<file path="src/rtl/nss_pkg.sv">
// ---------------------------------------------------------------------------
// nss_pkg
// Types and constants shared by the nearly sorted search block.
// ---------------------------------------------------------------------------
`timescale 1ns / 1ps

package nss_pkg;

   localparam int MAX_ELEMENTS_DEF = 1024;
   localparam int DATA_W           = 32;
   localparam int INDEX_W          = 10;

   localparam logic REQ_APPEND = 1'b0;
   localparam logic REQ_SEARCH = 1'b1;

   typedef enum logic [2:0] {
      ST_IDLE,
      ST_PROBE_MID,
      ST_TEST_MID,
      ST_TEST_NEXT,
      ST_TEST_PREV,
      ST_DONE
   } state_type;

   // which of the three probe positions around the midpoint
   typedef enum logic [1:0] {
      SEL_MID,
      SEL_NEXT,
      SEL_PREV
   } probe_sel_type;

   typedef struct packed {
      logic          load;
      logic          append;
      logic          issue_mid;
      probe_sel_type addr_sel;
      logic          latch_gt;
      logic          set_hit;
      probe_sel_type hit_sel;
      logic          narrow;
      logic          publish;
   } cmd_type;

   typedef struct packed {
      logic range_ok;
      logic rd_eq;
      logic next_ok;
      logic prev_ok;
   } sts_type;

endpackage

</file>
<file path="src/rtl/nss_controller.sv">
// ---------------------------------------------------------------------------
// nss_controller
// Sequencer for appends and the probe-and-narrow search loop.
// ---------------------------------------------------------------------------
`timescale 1ns / 1ps

module nss_controller (
   input  logic              clock,
   input  logic              reset,
   input  logic              req_valid,
   input  logic              req_type,
   output logic              req_ready,
   output logic              rsp_valid,
   input  logic              rsp_ready,
   input  nss_pkg::sts_type  sts,
   output nss_pkg::cmd_type  cmd
);

   nss_pkg::state_type state_ff, state_in;
   logic               rsp_valid_ff, rsp_valid_in;
   logic               accept;
   logic               slot_free;

   assign accept    = req_valid && req_ready;
   assign slot_free = !rsp_valid_ff || rsp_ready;

   always_comb begin
      state_in = state_ff;
      unique case (state_ff)
         nss_pkg::ST_IDLE: begin
            if (accept && req_type == nss_pkg::REQ_SEARCH) begin
               state_in = nss_pkg::ST_PROBE_MID;
            end
         end
         nss_pkg::ST_PROBE_MID: begin
            state_in = sts.range_ok ? nss_pkg::ST_TEST_MID : nss_pkg::ST_DONE;
         end
         nss_pkg::ST_TEST_MID: begin
            state_in = sts.rd_eq ? nss_pkg::ST_DONE : nss_pkg::ST_TEST_NEXT;
         end
         nss_pkg::ST_TEST_NEXT: begin
            state_in = (sts.next_ok && sts.rd_eq) ? nss_pkg::ST_DONE : nss_pkg::ST_TEST_PREV;
         end
         nss_pkg::ST_TEST_PREV: begin
            state_in = (sts.prev_ok && sts.rd_eq) ? nss_pkg::ST_DONE : nss_pkg::ST_PROBE_MID;
         end
         nss_pkg::ST_DONE: begin
            if (slot_free) begin
               state_in = nss_pkg::ST_IDLE;
            end
         end
         default: state_in = nss_pkg::ST_IDLE;
      endcase
   end

   always_comb begin
      cmd       = '0;
      req_ready = 1'b0;
      cmd.addr_sel = nss_pkg::SEL_MID;
      cmd.hit_sel  = nss_pkg::SEL_MID;
      unique case (state_ff)
         nss_pkg::ST_IDLE: begin
            // ready is always high here, so valid alone marks a taken request
            req_ready  = 1'b1;
            cmd.load   = req_valid && req_type == nss_pkg::REQ_SEARCH;
            cmd.append = req_valid && req_type == nss_pkg::REQ_APPEND;
         end
         nss_pkg::ST_PROBE_MID: begin
            cmd.issue_mid = sts.range_ok;
         end
         nss_pkg::ST_TEST_MID: begin
            // read data is the midpoint element; fetch its upper neighbor
            cmd.latch_gt = 1'b1;
            cmd.addr_sel = nss_pkg::SEL_NEXT;
            cmd.set_hit  = sts.rd_eq;
         end
         nss_pkg::ST_TEST_NEXT: begin
            cmd.addr_sel = nss_pkg::SEL_PREV;
            cmd.hit_sel  = nss_pkg::SEL_NEXT;
            cmd.set_hit  = sts.next_ok && sts.rd_eq;
         end
         nss_pkg::ST_TEST_PREV: begin
            cmd.hit_sel = nss_pkg::SEL_PREV;
            cmd.set_hit = sts.prev_ok && sts.rd_eq;
            cmd.narrow  = !(sts.prev_ok && sts.rd_eq);
         end
         nss_pkg::ST_DONE: begin
            cmd.publish = slot_free;
         end
         default: begin
            cmd = '0;
         end
      endcase
   end

   // hold the response until taken
   assign rsp_valid_in = cmd.publish ? 1'b1 : (rsp_ready ? 1'b0 : rsp_valid_ff);

   always_ff @(posedge clock) begin
      if (reset) begin
         state_ff     <= nss_pkg::ST_IDLE;
         rsp_valid_ff <= 1'b0;
      end else begin
         state_ff     <= state_in;
         rsp_valid_ff <= rsp_valid_in;
      end
   end

   assign rsp_valid = rsp_valid_ff;

endmodule

</file>
<file path="config.mk">
export PLATFORM = sky130hd
export DESIGN_NAME = nss_controller
export DESIGN_NICKNAME = d
export VERILOG_FILES = /design/src/rtl/nss_pkg.sv /design/src/rtl/nss_controller.sv
export SDC_FILE = /design/constraint.sdc
export NUM_CORES = 1
export LEC_CHECK = 0
export ABC_AREA = 1
export BUFFER_PORTS_ARGS = -buffer_cell sky130_fd_sc_hd__buf_2
export CELL_PAD_IN_SITES_DETAIL_PLACEMENT = 2
export CELL_PAD_IN_SITES_GLOBAL_PLACEMENT = 2
export CORE_MARGIN = 2
export CORE_UTILIZATION = 14
export DETAILED_ROUTE_END_ITERATION = 8
export PLACE_DENSITY = 0.7
export RECOVER_POWER = 100
export SYNTH_ARGS = -nofsm -noshare
export SYNTH_HDL_FRONTEND = slang
export SYNTH_SLANG_ARGS = --single-unit
</file>
<file path="constraint.sdc">
create_clock -name clock -period 1.05 [get_ports clock]
set_clock_uncertainty 0.1 [all_clocks]
set_input_delay 0.21 -clock clock [delete_from_list [all_inputs] [get_ports clock]]
set_output_delay 0.21 -clock clock [all_outputs]
set_load 0.01 [all_outputs]
</file>
==> results of run 1 <==
cell usage in the layout, fill, tap and decap left out:
cell      count
a21oi_1       2
o21ai_2       2
clkbuf_2      1
nand3_2       4
buf_4         8
nand2_4       1
nand2_1       7
inv_4         2
dfxtp_4       3
nand3_1       4
nor2_2        2
nand4_1       1
inv_1         8
nor2_1        8
o21a_1        1
nand2_2       3
inv_2         2
buf_6         7
clkbuf_4      3
nor2_4        4
o21ai_1       1
dfxtp_2       1
buf_2        16
flip-flops by register name (all words and copies together) (netlist names):
name       cells
state_ff       3
rsp_valid      1
kinds of logic after synthesis:
kind of cell    after synthesis  synth area share, %
buf+inv                      13                 16.9
simple gates                 34                 46.8
compound gates                6                 10.5
flops                         4                 25.8
metal layers:
layer	part of all wire, %	up-vias	wire (um)	global-route usage, %
li1	-	245	-	-
met1	38	226	531	13.1
met2	57	18	796	19.9
met3	4.4	0	61	0.877
met4	0	0	0	5.41
met5	0	-	0	0
timing repair:
action,CTS,global route
pin swaps,5,12
cloned,0,0
gates resized for setup,11,13
hold buffers,0,0
setup endpoints to repair,16,17
buffers inserted,4,5
critical path, cell delays in order, from the launching register on:
cell and delay [ns]:
dfxtp_4 0.36, nor2_4 0.15, nand2_2 0.07, inv_2 0.06, nand2_2 0.04, nor2_2 0.06, buf_2 0.12
worst paths after layout:
path                from     endpoint  slack, ns  cells after the start
max          state_ff[1]       cmd[9]      -0.37                      6
min                reset  state_ff[2]       0.05                      2
max reg2reg  state_ff[2]  state_ff[0]      -0.16                      6
min reg2reg    rsp_valid    rsp_valid       0.44                      2
area by class of cell:
| type | count | area, sq um | share of cell area (%) |
|---|---|---|---|
| Inverter | 12 | 50.0 | 7.42 |
| Timing Repair Buffer | 32 | 224 | 33.2 |
| Tap cell | 28 | 35.0 | 5.19 |
| Sequential cell | 4 | 92.6 | 13.7 |
| Multi-Input combinational cell | 40 | 250 | 37.1 |
| Clock buffer | 3 | 22.5 | 3.34 |
report_power, final:
part	switching [mW]	total [mW]	internal [mW]
Clock	0.0646	0.193	0.128
Combinational	0.148	0.299	0.151
Sequential	0.0348	0.200	0.166
Total	0.247	0.692	0.445
==> impl_metrics.json, run 1 <==
{
  "core_area_sq_um": 2150,
  "max-slew-margin-rel_pct": 88.6,
  "ys_seq_area_share_pct": 25.8,
  "htree_levels": 1,
  "cts_root_buf": "clkbuf_4",
  "period_needed_ns": 1.42,
  "cts_sinks": 4,
  "antenna_found_initial": 0,
  "rsz0062_at_grt": "true",
  "crit_fanout": 5,
  "die_y_um": 51.1,
  "clock_path_buffers": 2,
  "num_antenna_cells": 0,
  "syn_inst": 57,
  "hold_viol_final": 0,
  "yosysMostFrequentCell": "nor2_1",
  "power.total_mw": 0.692,
  "crit_type": "reg -> out",
  "placed_cell_area_sq_um": 504,
  "cts-buffers-inserted": 3,
  "crit_arrival_ns": 1.11,
  "synth_nets": 66,
  "dp.cells": 108,
  "synth-edff-count": 0,
  "fin_cells": 119,
  "synth_top_area_share_pct": 25.8,
  "whs_ns": 0.0546,
  "die_x_um": 51.1,
  "overflow": 0,
  "worst_slack_ns": -0.373,
  "yosys-top-cells-count": "12 x nor2_1, 11 x inv_1, 11 x nand2_1",
  "areaGrowthSynthToFinish_pct": 117,
  "start_util_pct": 14.4,
  "cp.required_ns": 0.74,
  "cap_violations": 0,
  "nNetsFinal": 102,
  "grt_max_degree": 8,
  "post-dp-hpwl_um": 1030,
  "io_pins": 22,
  "numPortBuffers": 21,
  "start_kind": "register",
  "synthTopCellsByArea": "dfxtp_1 26%, nor2_1 15%, inv_1 13%, nand2_1 13%, nand3_1 13%",
  "yosysWarnings": 0,
  "drt_iter0_drc": 3,
  "syn_area_sq_um": 310,
  "grt_pass1_vias": 484,
  "clk_pin_slew_worst_paths_ns": 0.04,
  "utilization_pct": 31.4,
  "clock_latency_ns": 0.24,
  "avgViaCountPerCell": 4.11,
  "finish.instance_area_sq_um": 674,
  "period_share_pct": 136,
  "yosysTopAreaCell": "dfxtp_1",
  "grt_use_total_pct": 11.1,
  "outcome": "finished with violations",
  "drv_slew": 0,
  "ys_async_sr_fraction_pct": 0,
  "cts_tree": "built",
  "nFillCells": 270,
  "place_congestion": 0.733,
  "place_ws_ns": -0.181,
  "grt_pass1_wl_um": 2130,
  "pwr_density_cell_nw_per_um2": 1030,
  "min-delay-path-class": "in -> reg",
  "ys_ff_latch": 4,
  "ir_drop_v": 0.000302,
  "ys_types": 12,
  "remaining_drc_errors": 0,
  "wl_um": 1390,
  "p_leak_nw": 0.385,
  "drive_gt1_share_pct": 64.8,
  "worst_pin_slew_ns": 0.171,
  "dieArea_sq_um": 2610,
  "placementRows": 17,
  "dr.pass1.iters": 4,
  "setup_viol": 15,
  "synth_ff_type": "dfxtp_1",
  "wl_per_cell_um": 11.7,
  "violations": "negative setup slack",
  "antenna_left": 0,
  "vias": 489,
  "fin_setup_tns_ns": -4.10,
  "critPathCaptureType": "primary output",
  "avgSynthCellArea_sq_um": 5.44,
  "max_freq_mhz": 703
}
Note: power is estimated with default switching activity, not from simulation.
==> inputs of run 2 (changes only) <==
--- a/config.mk
+++ b/config.mk
@@ -7,12 +7,12 @@
 export LEC_CHECK = 0
 export ABC_AREA = 1
 export BUFFER_PORTS_ARGS = -buffer_cell sky130_fd_sc_hd__buf_2
-export CELL_PAD_IN_SITES_DETAIL_PLACEMENT = 2
-export CELL_PAD_IN_SITES_GLOBAL_PLACEMENT = 2
+export CELL_PAD_IN_SITES_DETAIL_PLACEMENT = 0
+export CELL_PAD_IN_SITES_GLOBAL_PLACEMENT = 1
 export CORE_MARGIN = 2
-export CORE_UTILIZATION = 14
+export CORE_UTILIZATION = 20
 export DETAILED_ROUTE_END_ITERATION = 8
-export PLACE_DENSITY = 0.7
+export PLACE_DENSITY = 0.72
 export RECOVER_POWER = 100
 export SYNTH_ARGS = -nofsm -noshare
 export SYNTH_HDL_FRONTEND = slang
==> impl_metrics.json, run 2 (synthesis gave the netlist of run 1 again) <==
{
  "outcome": "finished with violations",
  "violations": "negative setup slack",
  "cellInternalPower_mw": 0.434,
  "endpoint": "cmd[4]",
  "cts-buffers-inserted": 3,
  "dr.pass1.iters": 2,
  "dp.cells": 99,
  "final_cell_mix": "18 x buf_2, 9 x nand2_1, 8 x nor2_1, 8 x buf_4",
  "cts_tree": "built",
  "numPortBuffers": 21,
  "period_needed_ns": 1.41,
  "period_share_pct": 135,
  "pwr-share-comb_pct": 39.8,
  "cp.required_ns": 0.74,
  "critPathCaptureType": "primary output",
  "grt_use_total_pct": 10.8,
  "areaGrowthSynthToFinish_pct": 115,
  "nNetsFinal": 103,
  "num_antenna_cells": 0,
  "crit_arrival_ns": 1.10,
  "cts_sinks": 4,
  "max_freq_mhz": 707,
  "cts_hold_buf": 0,
  "crit_start": "state_ff[1]",
  "r2r_end": "state_ff[2]",
  "worst_pin_slew_ns": 0.142,
  "htree_levels": 1,
  "p_leak_nw": 0.375,
  "r2r_slack_ns": -0.24,
  "hold_viol_final": 0,
  "wl_per_cell_um": 8.85,
  "core_area_sq_um": 1470,
  "crit_type": "reg -> out",
  "largest_register_ffs": 3,
  "overflow": 0,
  "ir_drop_v": 0.000512,
  "pwr_density_cell_nw_per_um2": 1010,
  "clock_power_share_pct": 31.3,
  "io_pins": 22,
  "finish.instance_area_sq_um": 666,
  "drv_slew": 0,
  "antenna_found_initial": 0,
  "drive_gt1_share_pct": 66.7,
  "clock_path_buffers": 2,
  "post-dp-hpwl_um": 724,
  "max-slew-margin-rel_pct": 90.5,
  "start_util_pct": 21.1,
  "mostFrequentLayoutCell": "buf_2",
  "antenna_left": 0,
  "vias": 460,
  "min-delay-path-class": "in -> reg",
  "grt_pass1_vias": 393,
  "drt_iter0_drc": 2,
  "grt_pass1_wl_um": 1520,
  "place_congestion": 0.719,
  "clk_pin_slew_worst_paths_ns": 0.04,
  "die_x_um": 43.4,
  "reg2reg_from": "state_ff[1]",
  "dieArea_sq_um": 1880,
  "switching_share_pct": 35.1,
  "nFillCells": 164,
  "setup_viol": 15,
  "placed_cell_area_sq_um": 512,
  "rr_worst_depth": 7,
  "crit_fanout": 4,
  "clock_latency_ns": 0.23,
  "avgViaCountPerCell": 4.22,
  "fin_cells": 109,
  "power.total_mw": 0.670,
  "wl_um": 965,
  "top_register": "state_ff",
  "remaining_drc_errors": 0,
  "grt_max_degree": 7,
  "worst_slack_ns": -0.364,
  "rsz0062_at_grt": "true",
  "p_sw_mw": 0.235,
  "placementRows": 14,
  "cap_violations": 0,
  "die_y_um": 43.4,
  "start_kind": "register",
  "seqPwrFrac_pct": 28.9,
  "cts_root_buf": "clkbuf_4"
}
[run 2: power by group through the flow]
stage               sequential, mW  clock, mW  combinational (mW)
floorplan                    0.191          0               0.129
global placement             0.192          0               0.205
detailed placement           0.192          0               0.205
CTS                          0.192      0.223               0.245
global route                 0.196      0.233               0.298
finish                       0.194      0.210               0.267
[run 2: worst min path at each step]
stage / from / to / slack (ns) / cells past startpoint
2_1_floorplan: reset / state_ff[2] / 0.17 / 1
3_3_place_gp: reset / state_ff[2] / 0.30 / 2
3_5_place_dp: reset / state_ff[2] / 0.30 / 2
4_1_cts: reset / state_ff[2] / 0.06 / 2
5_1_grt: reset / rsp_valid / 0.06 / 2
6_report: reset / rsp_valid / 0.06 / 2
[run 2: area by class of cell]
type	count	area, sq um	area share (%)
clock buffer	4	26.3	3.95
inverter	12	52.6	7.89
timing repair buffer	33	223	33.5
tap	16	20.0	3.01
sequential	4	92.6	13.9
multi-input combinational	40	251	37.8
[run 2: routing by layer]
layer | track usage, % | wire length, um | share of wire (%)
met5 | 0 | 0 | 0
met4 | 5.45 | 0 | 0
met3 | 4.17 | 72 | 7.5
met2 | 18.2 | 473 | 49
met1 | 11.8 | 418 | 43
[run 2: repair_timing]
item                       4_1_cts  5_1_grt
cloned                           0        0
setup endpoints to repair       15       14
pin swaps                       12       10
resized for setup               17        8
setup buffers                    4        4
[run 2: worst max-delay path, cell delays in order (launching register included)]
cell     delay, ns
dfxtp_4       0.38
buf_4         0.12
nand4_1       0.14
nand3_2       0.10
buf_2         0.12
[run 2: through the flow]
stage / setup WS, ns / TNS, ns / hold slack, ns / utilization (%)
floorplan: -0.0533 / -0.150 / 0.175 / -
global route: -0.433 / -4.84 / 0.0642 / 45.2
finish: -0.364 / -3.92 / 0.0608 / 45.2
detailed placement: -0.120 / -0.965 / 0.305 / 34.8
CTS: -0.368 / -3.73 / 0.0567 / 41.9
global placement: -0.115 / -0.953 / 0.298 / 34.8
